--- src/rtl/rbls_pkg.sv ---
// Shared types and fixed constants for the RGB565 bilinear letterbox scaler.
// No dependencies; every other file in rtl/ imports this package.
`default_nettype none

package rbls_pkg;

   localparam int POS_W       = 9;   // coordinate field width
   localparam int PIX_W       = 16;  // RGB565 pixel width
   localparam int FRAC_W      = 5;   // bilinear fraction width
   localparam int QUEUE_DEPTH = 4;   // front-to-back queue entries

   // Request function codes
   localparam logic FUNC_WRITE = 1'b0;
   localparam logic FUNC_READ  = 1'b1;

   // What the back end does with a queue entry
   typedef enum logic [1:0] {
      KIND_WRITE  = 2'd0,   // store pixel into the canvas
      KIND_SCALED = 2'd1,   // fetch four neighbors and blend
      KIND_CONST  = 2'd2    // answer with a fixed pixel (black or bar)
   } kind_type;

   typedef struct packed {
      kind_type            kind;
      logic [FRAC_W-1:0]   fx;
      logic [FRAC_W-1:0]   fy;
      logic                x_odd;    // parity of left column
      logic                x_edge;   // left column is the last one
      logic                y_odd;    // parity of upper row
      logic                y_edge;   // upper row is the last one
      logic [PIX_W-1:0]    pixel;    // write data or constant answer
   } entry_ctl_type;

endpackage

`default_nettype wire

--- src/rtl/rbls_queue.sv ---
// Small register FIFO that decouples the front end from the back end.
// Depends on rbls_pkg for the default depth QUEUE_DEPTH.
`default_nettype none

module rbls_queue
   import rbls_pkg::*;
#(
   parameter int WIDTH = 64,
   parameter int DEPTH = QUEUE_DEPTH
) (
   input  wire logic             clock,
   input  wire logic             reset,
   input  wire logic             push,
   input  wire logic [WIDTH-1:0] wr_data,
   output      logic             full,
   input  wire logic             pop,
   output      logic [WIDTH-1:0] rd_data,
   output      logic             empty
);

   localparam int PTR_W = (DEPTH > 1) ? $clog2(DEPTH) : 1;
   localparam int CNT_W = $clog2(DEPTH + 1);

   logic [WIDTH-1:0] slot_ff [DEPTH];
   logic [PTR_W-1:0] wr_ptr_ff, wr_ptr_in, rd_ptr_ff, rd_ptr_in;
   logic [CNT_W-1:0] count_ff, count_in;

   always_comb begin
      full      = (count_ff == CNT_W'(DEPTH));
      empty     = (count_ff == '0);
      rd_data   = slot_ff[rd_ptr_ff];
      wr_ptr_in = wr_ptr_ff;
      rd_ptr_in = rd_ptr_ff;
      count_in  = count_ff;
      if (push) begin
         wr_ptr_in = (wr_ptr_ff == PTR_W'(DEPTH - 1)) ? '0 : wr_ptr_ff + 1'b1;
      end
      if (pop) begin
         rd_ptr_in = (rd_ptr_ff == PTR_W'(DEPTH - 1)) ? '0 : rd_ptr_ff + 1'b1;
      end
      if (push && !pop) begin
         count_in = count_ff + 1'b1;
      end else if (pop && !push) begin
         count_in = count_ff - 1'b1;
      end
   end

   always_ff @(posedge clock) begin
      if (reset) begin
         wr_ptr_ff <= '0;
         rd_ptr_ff <= '0;
         count_ff  <= '0;
      end else begin
         wr_ptr_ff <= wr_ptr_in;
         rd_ptr_ff <= rd_ptr_in;
         count_ff  <= count_in;
      end
   end

   always_ff @(posedge clock) begin
      if (push) begin
         slot_ff[wr_ptr_ff] <= wr_data;
      end
   end

`ifndef SYNTHESIS
   assert property (@(posedge clock) disable iff (reset) !(push && full))
      else $error("push into full queue");
   assert property (@(posedge clock) disable iff (reset) !(pop && empty))
      else $error("pop from empty queue");
`endif

endmodule

`default_nettype wire

--- config.mk ---
export PLATFORM = sky130hd
export DESIGN_NAME = rbls_queue
export DESIGN_NICKNAME = d
export VERILOG_FILES = /design/src/rtl/rbls_pkg.sv /design/src/rtl/rbls_queue.sv
export SDC_FILE = /design/constraint.sdc
export NUM_CORES = 1
export LEC_CHECK = 0
export BUFFER_PORTS_ARGS = -buffer_cell sky130_fd_sc_hd__buf_2
export CAP_MARGIN = 20
export CORE_UTILIZATION = 35
export CTS_CLUSTER_DIAMETER = 120
export DETAILED_ROUTE_END_ITERATION = 16
export SLEW_MARGIN = 20
export SYNTH_ARGS = -nofsm -noshare
export SYNTH_HDL_FRONTEND = slang
export SYNTH_SLANG_ARGS = --single-unit
--- constraint.sdc ---
create_clock -name clock -period 2.8 [get_ports clock]
set_input_delay 0.56 -clock clock [delete_from_list [all_inputs] [get_ports clock]]
set_output_delay 0.56 -clock clock [all_outputs]
set_load 0.1 [all_outputs]
==> results.py <==
metrics = {
    "yosys": {
        "synth_mux_area_frac": 0.1535,
        "synth_cell_types": 20,
        "netlist_area_sq_um": 9751,
        "avgSynthCellArea_sq_um": 25.80,
        "syn-num-nets": 453,
        "yosysWarnings": 0,
        "yosysSeqAreaShare": 0.8069,
        "synthSimpleGateAreaFrac": 0.007956,
        "synth_common_cells": "edfxtp_1 (256), mux4_2 (60), dfxtp_1 (9)",
        "synth_compound_area_frac": 0.001540,
        "synth.ff_latch_count": 265,
        "synth_ff_type": "edfxtp_1",
        "async_flop_share": 0,
        "synthTopCellsByArea": "edfxtp_1 (79%), mux4_2 (14%), dfxtp_1 (1.8%)",
        "synth_top_family_by_area": "multiplexers",
        "synth-xor-area-share": 0.001796,
        "syn_inst": 378,
        "synth.largest_area_cell": "edfxtp_1",
        "synth_fa_ha_area_frac": 0.009752,
        "synth.most_common_cell": "edfxtp_1",
        "synth_edf_count": 256,
        "synth_top_area_frac": 0.7884,
    },
    "pwr": {
        "cellLeakagePower_nw": 3.943,
        "p_per_area_nw_per_um2": 812.2,
        "peakVddDrop_uv": 528.1,
        "p_total_mw": 9.526,
    },
    "global_routing": {
        "grt_pass1_wl_um": 28590,
        "overflow": 0,
        "met1_usage": 0.1668,
        "use_met2": 0.2298,
        "met3_usage": 0.03460,
        "antenna_found_initial": 1,
        "busiest_layer": "met2",
        "gr-usage-all-layers": 0.1330,
        "grt_pass1_vias": 4871,
        "grt_max_degree": 39,
    },
    "status": {
        "status": "finished clean",
    },
    "cells_and_area": {
        "layout-area-overhead-vs-synth_pct": 20.29,
        "drive_above_1_share": 0.4434,
        "final_core_util": 0.4316,
        "fill_cells": 2398,
        "fin_area_sq_um": 11730,
        "antenna_cells": 0,
        "nNetsFinal": 613,
    },
    "run": {
        "max_cap_viol_count": 0,
    },
    "clocking": {
        "cts_buffer_depth": 3,
        "cts_buffers": 28,
        "cts_tree": "yes",
        "insertion_delay_ns": 0.53,
        "path_clk_slew_ns": 0.06,
        "clock-sinks": 265,
        "post_cts_buffers": 0,
        "postCtsHoldBufs": 0,
        "htreeDepth": 1,
        "clock-root-buffer": "clkbuf_16",
        "cts_resized": 0,
    },
    "drt": {
        "vias": 4383,
        "drc": 0,
        "drt_iter0_markers": 227,
        "via_per_inst": 4.718,
        "drt-pass1-iter-count": 4,
        "wl_per_cell_um": 19.86,
        "ant_nets": 0,
        "wirelength_um": 18450,
    },
    "timing": {
        "setup_viol": 0,
        "tns_ns": 0,
        "post-route-min-period_ns": 2.684,
        "relSlewSlack": 0.6550,
        "rsz0062_at_grt": "false",
        "fin_crit_sh": 0.9587,
        "max_freq_mhz": 372.5,
        "hold_viol": 0,
        "slew_violations": 0,
        "tightest_slew_ns": 0.5211,
        "finalClockSkew_ns": 0.01786,
        "fin_ws_ns": 0.1155,
    },
    "setup_path": {
        "regToRegStartpoint": "wr_ptr_ff[0]",
        "crit-reg2reg-capture": "slot_ff[0][19]",
        "worstPathArrival_ns": 2.12,
        "end_kind": "primary output",
        "crit_required_ns": 2.24,
        "reg2reg_depth": 4,
        "cp_max_fo": 27,
        "start_kind": "flip-flop",
        "regToRegSetupSlack_ns": 1.08,
        "cp-endpoint": "rd_data[47]",
        "critical_path_class": "flip-flop to primary output",
    },
    "floorplan": {
        "start_util": 0.3588,
        "boundaryPins": 134,
        "die-area_sq_um": 28530,
        "rows": 60,
        "die_h_um": 168.9,
        "die_width_um": 168.9,
        "coreArea_sq_um": 27180,
    },
    "placed_design": {
        "placed_cell_area_sq_um": 10910,
        "io_buffers": 133,
        "place_congestion": 0.6697,
        "dp_slack_ns": 0.6069,
        "hpwl_um": 11140,
    },
    "worst_hold_path": {
        "holdPathStages": 1,
        "holdCritPathClass": "input pin to flip-flop",
    },
}
-- layout by cell type, fill, tap and decap left out, types with 2 or more instances in the layout --
cell type / n
buf_12: 7
dfxtp_1: 7
clkbuf_16: 29
dfxtp_4: 2
buf_2: 133
clkbuf_1: 6
clkinv_1: 8
inv_1: 4
and2_4: 4
nor2_1: 7
mux4_2: 60
mux2i_1: 4
a21oi_1: 2
ha_1: 6
mux4_1: 4
xor2_1: 2
buf_4: 4
edfxtp_1: 256
clkinv_2: 4
-- kinds of logic after synthesis --
logic type | after synthesis
AOI/OAI and AO/OA | 3
xor gates and xnor gates | 2
adders and majority gates | 7
buffers and inverters | 18
DFF | 265
muxes | 68
and+or+nand+nor | 15
-- layout make-up --
type,instances,area [sq um],share of cell area
inverters,4,15.01,0.001280
clock buffers,35,748.2,0.06379
flip-flops and latches,265,7875,0.6714
well taps,372,465.4,0.03968
multi-input cells,95,1722,0.1468
clock inverters,14,67.56,0.005761
repair buffers,144,835.8,0.07126
-- where the power goes --
part           switching (mW)  internal, mW
combinational            1.29         0.348
clock                    1.41          1.87
sequential             0.0624          4.54
total                    2.76          6.76
-- metrics by stage --
| stage | instances | hold WS, ns |
|---|---|---|
| 2_1_floorplan | 378 | 0.4701 |
| 3_3_place_gp | 880 | 0.4845 |
| 3_5_place_dp | 880 | 0.5361 |
| 4_1_cts | 929 | 0.2154 |
| 5_1_grt | 929 | 0.2197 |
| 6_report | 929 | 0.2412 |
-- per-layer routing --
| layer | share of wire | vias up | routed length, um |
|---|---|---|---|
| met5 | 0.00060 | - | 11 |
| met4 | 0.021 | 2 | 381 |
| met3 | 0.058 | 34 | 1063 |
| met2 | 0.51 | 109 | 9329 |
| met1 | 0.42 | 2299 | 7662 |
| li1 | - | 1939 | - |
-- sequential cells by signal, summed over array words and instances, names as in the netlist, named ones only --
signal / count
wr_ptr_ff: 2
count_ff: 3
rd_ptr_ff: 2
slot_ff: 256
-- worst min path at each step --
stage	start	to
floorplan	count_ff[2]	count_ff[2]
global placement	count_ff[2]	count_ff[2]
detailed placement	count_ff[2]	count_ff[2]
CTS	wr_data[60]	slot_ff[2][60]
global route	wr_data[26]	slot_ff[0][26]
finish	wr_data[32]	slot_ff[2][32]
-- worst max-delay path: stages, from the launching register on --
cell and delay [ns]:
dfxtp_4 0.64, buf_12 0.27, mux4_2 0.24, buf_2 0.43
No activity file was read; power rests on OpenSTA's default activity.
