[src/rtl/rbls_pkg.sv]
// Shared types and fixed constants for the RGB565 bilinear letterbox scaler.
// No dependencies; every other file in rtl/ imports this package.
`default_nettype none

package rbls_pkg;

   localparam int POS_W       = 9;   // coordinate field width
   localparam int PIX_W       = 16;  // RGB565 pixel width
   localparam int FRAC_W      = 5;   // bilinear fraction width
   localparam int QUEUE_DEPTH = 4;   // front-to-back queue entries

   // Request function codes
   localparam logic FUNC_WRITE = 1'b0;
   localparam logic FUNC_READ  = 1'b1;

   // What the back end does with a queue entry
   typedef enum logic [1:0] {
      KIND_WRITE  = 2'd0,   // store pixel into the canvas
      KIND_SCALED = 2'd1,   // fetch four neighbors and blend
      KIND_CONST  = 2'd2    // answer with a fixed pixel (black or bar)
   } kind_type;

   typedef struct packed {
      kind_type            kind;
      logic [FRAC_W-1:0]   fx;
      logic [FRAC_W-1:0]   fy;
      logic                x_odd;    // parity of left column
      logic                x_edge;   // left column is the last one
      logic                y_odd;    // parity of upper row
      logic                y_edge;   // upper row is the last one
      logic [PIX_W-1:0]    pixel;    // write data or constant answer
   } entry_ctl_type;

endpackage

`default_nettype wire

[src/rtl/rbls_front.sv]
// Front end: accepts requests, classifies them and maps frame coordinates
// to canvas neighbors and bank addresses. Depends on rbls_pkg.
`default_nettype none

module rbls_front
   import rbls_pkg::*;
#(
   parameter int SRC_W   = 184,
   parameter int SRC_H   = 224,
   parameter int OUT_W   = 368,
   parameter int OUT_H   = 448,
   parameter int FRAME_W = 480,
   parameter int FRAME_H = 480
) (
   input  wire logic                 clock,
   input  wire logic                 reset,
   input  wire logic                 req_push,
   output      logic                 req_full,
   input  wire logic                 req_func,
   input  wire logic [POS_W-1:0]     req_pos_x,
   input  wire logic [POS_W-1:0]     req_pos_y,
   input  wire logic [PIX_W-1:0]     req_write_pixel,
   input  wire logic                 alert_en,
   input  wire logic                 q_full,
   output      logic                 q_push,
   output      entry_ctl_type        ent_ctl,
   output      logic [3:0][((((SRC_W+1)/2)*((SRC_H+1)/2)) > 1 ?
                         $clog2(((SRC_W+1)/2)*((SRC_H+1)/2)) : 1)-1:0] ent_addr
);

   localparam logic [PIX_W-1:0] BAR_COLOR  = 16'hF800;
   localparam logic [PIX_W-1:0] BLACK      = 16'h0000;
   localparam int               BAR_WIDTH  = 200;
   localparam int               BAR_TOP    = 18;
   localparam int               BAR_HEIGHT = 8;
   localparam int               BAR_X0     = (FRAME_W - BAR_WIDTH) / 2;

   localparam int WIN_X0 = (FRAME_W - OUT_W) / 2;
   localparam int WIN_Y0 = (FRAME_H - OUT_H) / 2;

   localparam int DX_W  = $clog2((2**POS_W) + OUT_W + FRAME_W) + 1;
   localparam int DY_W  = $clog2((2**POS_W) + OUT_H + FRAME_H) + 1;
   localparam int DXU_W = $clog2(OUT_W);
   localparam int DYU_W = $clog2(OUT_H);

   localparam longint FACTOR_X = (longint'(SRC_W) << 16) / OUT_W;
   localparam longint FACTOR_Y = (longint'(SRC_H) << 16) / OUT_H;
   localparam int     FXF_W    = $clog2(FACTOR_X + 1);
   localparam int     FYF_W    = $clog2(FACTOR_Y + 1);
   localparam int     SX_W     = (DXU_W + FXF_W > 16) ? DXU_W + FXF_W : 17;
   localparam int     SY_W     = (DYU_W + FYF_W > 16) ? DYU_W + FYF_W : 17;

   localparam int XS_W   = $clog2(SRC_W);
   localparam int YS_W   = $clog2(SRC_H);
   localparam int BANK_W = (SRC_W + 1) / 2;
   localparam int BANK_H = (SRC_H + 1) / 2;
   localparam int BANK_D = BANK_W * BANK_H;
   localparam int BA_W   = (BANK_D > 1) ? $clog2(BANK_D) : 1;
   localparam int XH_W   = (BANK_W > 1) ? $clog2(BANK_W) : 1;
   localparam int YH_W   = (BANK_H > 1) ? $clog2(BANK_H) : 1;

   // ---- stage A: classify and multiply ----
   logic                  is_write, wr_ok, in_frame, in_x, in_y, in_win, on_bar;
   logic                  keep, accept, adv;
   logic signed [DX_W-1:0] dx;
   logic signed [DY_W-1:0] dy;
   logic [SX_W-1:0]       sx_in;
   logic [SY_W-1:0]       sy_in;
   kind_type              kind_in;
   logic [PIX_W-1:0]      pixel_in;

   logic                  valid_ff;
   kind_type              kind_ff;
   logic [PIX_W-1:0]      pixel_ff;
   logic [SX_W-1:0]       sx_ff;
   logic [SY_W-1:0]       sy_ff;
   logic [XS_W-1:0]       wx_ff;
   logic [YS_W-1:0]       wy_ff;

   always_comb begin
      is_write = (req_func == FUNC_WRITE);
      wr_ok    = (int'(req_pos_x) < SRC_W) && (int'(req_pos_y) < SRC_H);
      in_frame = (int'(req_pos_x) < FRAME_W) && (int'(req_pos_y) < FRAME_H);
      dx       = DX_W'(int'(req_pos_x) - WIN_X0);
      dy       = DY_W'(int'(req_pos_y) - WIN_Y0);
      in_x     = !dx[DX_W-1] && (dx < $signed(DX_W'(OUT_W)));
      in_y     = !dy[DY_W-1] && (dy < $signed(DY_W'(OUT_H)));
      in_win   = in_frame && in_x && in_y;
      on_bar   = alert_en && in_frame &&
                 (int'(req_pos_y) >= BAR_TOP) &&
                 (int'(req_pos_y) < BAR_TOP + BAR_HEIGHT) &&
                 (int'(req_pos_x) >= BAR_X0) &&
                 (int'(req_pos_x) < BAR_X0 + BAR_WIDTH);
      sx_in    = SX_W'(dx[DXU_W-1:0]) * SX_W'(FACTOR_X);
      sy_in    = SY_W'(dy[DYU_W-1:0]) * SY_W'(FACTOR_Y);

      if (is_write) begin
         kind_in  = KIND_WRITE;
         pixel_in = req_write_pixel;
      end else if (on_bar) begin
         kind_in  = KIND_CONST;
         pixel_in = BAR_COLOR;
      end else if (in_win) begin
         kind_in  = KIND_SCALED;
         pixel_in = BLACK;
      end else begin
         kind_in  = KIND_CONST;
         pixel_in = BLACK;
      end

      // writes that miss the canvas vanish here
      keep     = !is_write || wr_ok;
      adv      = !valid_ff || !q_full;
      req_full = !adv;
      accept   = req_push && adv;
      q_push   = valid_ff && !q_full;
   end

   always_ff @(posedge clock) begin
      if (reset) begin
         valid_ff <= 1'b0;
      end else if (adv) begin
         valid_ff <= accept && keep;
      end
   end

   always_ff @(posedge clock) begin
      if (adv && accept) begin
         kind_ff  <= kind_in;
         pixel_ff <= pixel_in;
         sx_ff    <= sx_in;
         sy_ff    <= sy_in;
         wx_ff    <= XS_W'(req_pos_x);
         wy_ff    <= YS_W'(req_pos_y);
      end
   end

   // ---- stage B: neighbors, fractions and bank addresses ----
   logic [SX_W-17:0]  ipx;
   logic [SY_W-17:0]  ipy;
   logic [XS_W-1:0]   x0;
   logic [YS_W-1:0]   y0;
   logic              x_odd, x_edge, y_odd, y_edge;
   logic [XH_W-1:0]   ch_e, ch_o;
   logic [YH_W-1:0]   rh_e, rh_o;
   logic [BA_W-1:0]   rbase_e, rbase_o;

   always_comb begin
      ipx = sx_ff[SX_W-1:16];
      ipy = sy_ff[SY_W-1:16];
      ent_ctl = '0;
      if (kind_ff == KIND_WRITE) begin
         x0 = wx_ff;
         y0 = wy_ff;
      end else begin
         x0 = (32'(ipx) > 32'(SRC_W - 1)) ? XS_W'(SRC_W - 1) : XS_W'(ipx);
         y0 = (32'(ipy) > 32'(SRC_H - 1)) ? YS_W'(SRC_H - 1) : YS_W'(ipy);
         ent_ctl.fx = sx_ff[15:11];
         ent_ctl.fy = sy_ff[15:11];
      end
      x_odd  = x0[0];
      y_odd  = y0[0];
      x_edge = (x0 == XS_W'(SRC_W - 1));
      y_edge = (y0 == YS_W'(SRC_H - 1));

      // odd bank always takes x0>>1; even bank steps past an odd x0 unless it is the last
      ch_o = XH_W'(x0 >> 1);
      ch_e = XH_W'(x0 >> 1) + XH_W'(x_odd && !x_edge);
      rh_o = YH_W'(y0 >> 1);
      rh_e = YH_W'(y0 >> 1) + YH_W'(y_odd && !y_edge);

      rbase_e = BA_W'(rh_e) * BA_W'(BANK_W);
      rbase_o = BA_W'(rh_o) * BA_W'(BANK_W);
      ent_addr[0] = rbase_e + BA_W'(ch_e);
      ent_addr[1] = rbase_e + BA_W'(ch_o);
      ent_addr[2] = rbase_o + BA_W'(ch_e);
      ent_addr[3] = rbase_o + BA_W'(ch_o);

      ent_ctl.kind   = kind_ff;
      ent_ctl.x_odd  = x_odd;
      ent_ctl.x_edge = x_edge;
      ent_ctl.y_odd  = y_odd;
      ent_ctl.y_edge = y_edge;
      ent_ctl.pixel  = pixel_ff;
   end

`ifndef SYNTHESIS
   // an off-canvas write must not reach the queue
   assert property (@(posedge clock) disable iff (reset)
      (accept && is_write && !wr_ok) |=> !valid_ff)
      else $error("off-canvas write entered the front register");
`endif

endmodule

`default_nettype wire

[config.mk]
export PLATFORM = sky130hd
export DESIGN_NAME = rbls_front
export DESIGN_NICKNAME = d
export VERILOG_FILES = /design/src/rtl/rbls_pkg.sv /design/src/rtl/rbls_front.sv
export SDC_FILE = /design/constraint.sdc
export NUM_CORES = 1
export LEC_CHECK = 0
export ABC_CLOCK_PERIOD_IN_PS = 11600
export BUFFER_PORTS_ARGS = -buffer_cell sky130_fd_sc_hd__buf_2
export CAP_MARGIN = 20
export CORE_MARGIN = 1
export CORE_UTILIZATION = 58
export DETAILED_ROUTE_END_ITERATION = 10
export PLACE_DENSITY = 0.95
export SYNTH_ARGS = -nofsm -noshare
export SYNTH_HDL_FRONTEND = slang
export SYNTH_SLANG_ARGS = --single-unit
[constraint.sdc]
create_clock -name clock -period 11.6 [get_ports clock]
set_clock_uncertainty 0.05 [all_clocks]
set_input_delay 2.32 -clock clock [delete_from_list [all_inputs] [get_ports clock]]
set_output_delay 2.32 -clock clock [all_outputs]
set_load 0.03 [all_outputs]
==> summary.txt <==
Die
  – Die height: just under 100 um
  – Die ar.: 0.00981 sq mm
  – Initial Util: roughly 59%
  – Core area: between 0.009 and 0.01 sq mm
  – # IOs: 130
  – Die width: around 99 um
  – FP Rows: 35

STA
  – Worst rel slew slack: between 40% and 50%
  – Max Clock Freq: roughly 110 MHz
  – Final hold violations: 0
  – Final setup fails: 0
  – Period utilisation layout: approximately four fifths
  – Setup TNS Final: 0 ps
  – Post-layout minimum cycle time: just over 9000 ps
  – RSZ-0062 raised after global routing: false
  – WHS: just over 700 ps
  – Slew @ Worst Pin: 807 ps
  – Slew Viols, Final: 0

Route
  – Number of remaining DRC errors: 0
  – Initial drt markers: about 170
  – ANT nets after route: 0
  – Vias per Instance: around 5.7
  – WL final: between 10000 and 15000 um
  – Drt pass-1 iters: 5
  – Via count: 4617
  – Wire length per cell: between 10 and 15 um

Critical path
  – Top cell by count, worst path: ha_1
  – Setup crit start kind: flop
  – Slowest CP cell: or4b_4
  – Critical path buffers and inverters: 4
  – Critical path peak fanout: 21
  – Crit Path Class: flop to output port
  – WP data required: between 9000 and 10000 ps
  – Setup crit end kind: output port
  – Number of cells on the critical path: 24
  – Largest stage delay, worst path: 520 ps
  – CP delay by family, top: simple AND/OR/NAND/NOR gates
  – R2R depth: 3
  – Crit path arrival time: between 6000 and 7000 ps
  – Critical path cell sequence: or2_1, nand2_1, o22a_1, ha_1, nand2_1, nor4_1, nor2b_1, ha_1, and4_1, xnor2_1, inv_1, ha_1, inv_1, fa_1, fa_1, inv_1, ha_1, o21ai_1, or4b_4, nand4_4, nand4_4, and4bb_1, xor2_1, buf_2

Layout
  – Final instance area: 0.00622 sq mm
  – Layout overhead on the synthesized area: 13.8%
  – Layout Cells excl Fill: a little over 800
  – Layout cells sized above 1: between 20% and 30%
  – Ant diodes: 0
  – Layout Nets: roughly 840

Yosys
  – Ys flop type: edfxtp_1
  – Cell count after synthesis: approximately 590
  – Synth cell count leaders: inv_1 (84), ha_1 (76), xnor2_1 (47)
  – Yosys warns: 0
  – Ys async rst share: 0%
  – Area fraction of the dominant cell type after synthesis: roughly 25%
  – Syn avg cell area: between 9 and 10 sq um
  – Register bit total from synthesis: 46
  – Cell taking the most area after synthesis: edfxtp_1
  – Post-synth EDFFs: between 40 and 50
  – Sequential area share after synthesis: 25.1%
  – Top-count cell post-synth: inv_1
  – Syn Std Cell Area: approximately 0.0055 sq mm
  – Top cells by area, synth: edfxtp_1 (25%), ha_1 (17%), xnor2_1 (7.5%)
  – Yosys cell types: 63

Clock network
  – CTS tree: yes
  – Clk slew on worst S/H paths: 80 ps
  – Hold_buf cts: 0
  – TritonCTS Buffers: 5
  – Clock sinks: 46
  – Setup Buffers After CTS: 0
  – CTS root buf: clkbuf_8
  – Post_cts resized: 0
  – Worst-Skew Late Latency: between 200 and 300 ps
  – Max H-tree Level: 2
  – Worst-case clock buffer depth: 2

Flow run
  – Max-Cap Viols: 0

Global routing
  – Antenna violations before repair: 0
  – Largest net degree at the start of global routing: 46
  – First-pass GRT wire length: between 15000 and 20000 um
  – GRT overflow: 0
  – Gr usage total: 24.4%
  – Vias in the first global route: 4531

Min path
  – Tightest Hold Check Type: flop to flop
  – Hold Crit Depth: 3

Placement
  – Placed Area: between 0.006 and 0.007 sq mm
  – GP Congestion: around 0.96
  – Placed cells: between 800 and 900
  – Count of input and output buffers: about 120
  – Post-DP HPWL: between 10000 and 15000 um

Outcome
  – Status: completed
[cell usage in the layout (no fill, tap or decap), types with 10 or more instances in the layout]
| cell | netlist | layout |
|---|---|---|
| xnor2_1 | 47 | 47 |
| a21oi_1 | 21 | 21 |
| nand3_1 | 11 | 11 |
| ha_1 | 76 | 76 |
| nor2_1 | 29 | 29 |
| edfxtp_1 | 45 | 45 |
| nand2_1 | 30 | 30 |
| buf_2 | 1 | 121 |
| nor2b_1 | 26 | 25 |
| o21ai_0 | 32 | 32 |
| fa_1 | 20 | 20 |
| inv_1 | 84 | 84 |
| nor3_1 | 10 | 10 |
| xor2_1 | 21 | 21 |
[final timing paths]
| kind | start | end | slack (ps) |
|---|---|---|---|
| max | kind_ff[0] | ent_addr[27] | 2250 |
| min | valid_ff | valid_ff | 710 |
| max reg2reg | valid_ff | pixel_ff[5] | 10140 |
| min reg2reg | valid_ff | valid_ff | 710 |
[state kept, by name (all words and copies together) (netlist names)]
| signal | flops |
|---|---|
| kind_ff | 2 |
| pixel_ff | 16 |
| sx_ff | 6 |
| sy_ff | 5 |
| valid_ff | 1 |
| wx_ff | 8 |
| wy_ff | 8 |
[worst reg2reg max path, cell delays in order, from the launching register on]
cell and delay (ps):
dfxtp_1 320, and2_1 190, nor2b_4 340, buf_12 260
[stage by stage]
stage	utilization, %	worst slack (ps)
floorplan	-	3100
global placement	66.4	2990
detailed placement	66.4	2610
CTS	67.4	2270
global route	67.6	1810
finish	67.6	2250
[logic make-up (layout without fill, tap and decap cells)]
family                   Yosys count  count (layout)  synth area share [%]
adder cells (fa/ha/maj)           96              96                  24.7
flip-flops                        46              46                  25.1
AO/OA/AOI/OAI                    113             113                  13.6
AND/OR/NAND/NOR                  154             154                  16.5
multiplexers                       5               5                 0.939
XOR/XNOR                          68              68                  10.9
other                              1               8                0.0686
buffers and inverters            105             214                  8.20
[metal layers]
metal	GRT usage [%]	part of all wire, %	vias to the layer above
li1	-	-	2253
met3	3.40	5.9	24
met2	46.1	50	200
met1	28.2	42	2140
met4	8.60	1.8	0
met5	0	0	-
[area by class of cell]
class	instances	area, sq um
multi-input cells	444	3680
clock buffers	5	68.8
inverters	84	315
repair buffers	122	626
fillers	659	2980
well taps	111	139
flip-flops and latches	46	1370
clock inverters	3	21.3
Power is not shown: default switching activity piles up to over one toggle a cycle in this logic, so the estimate is an artifact.
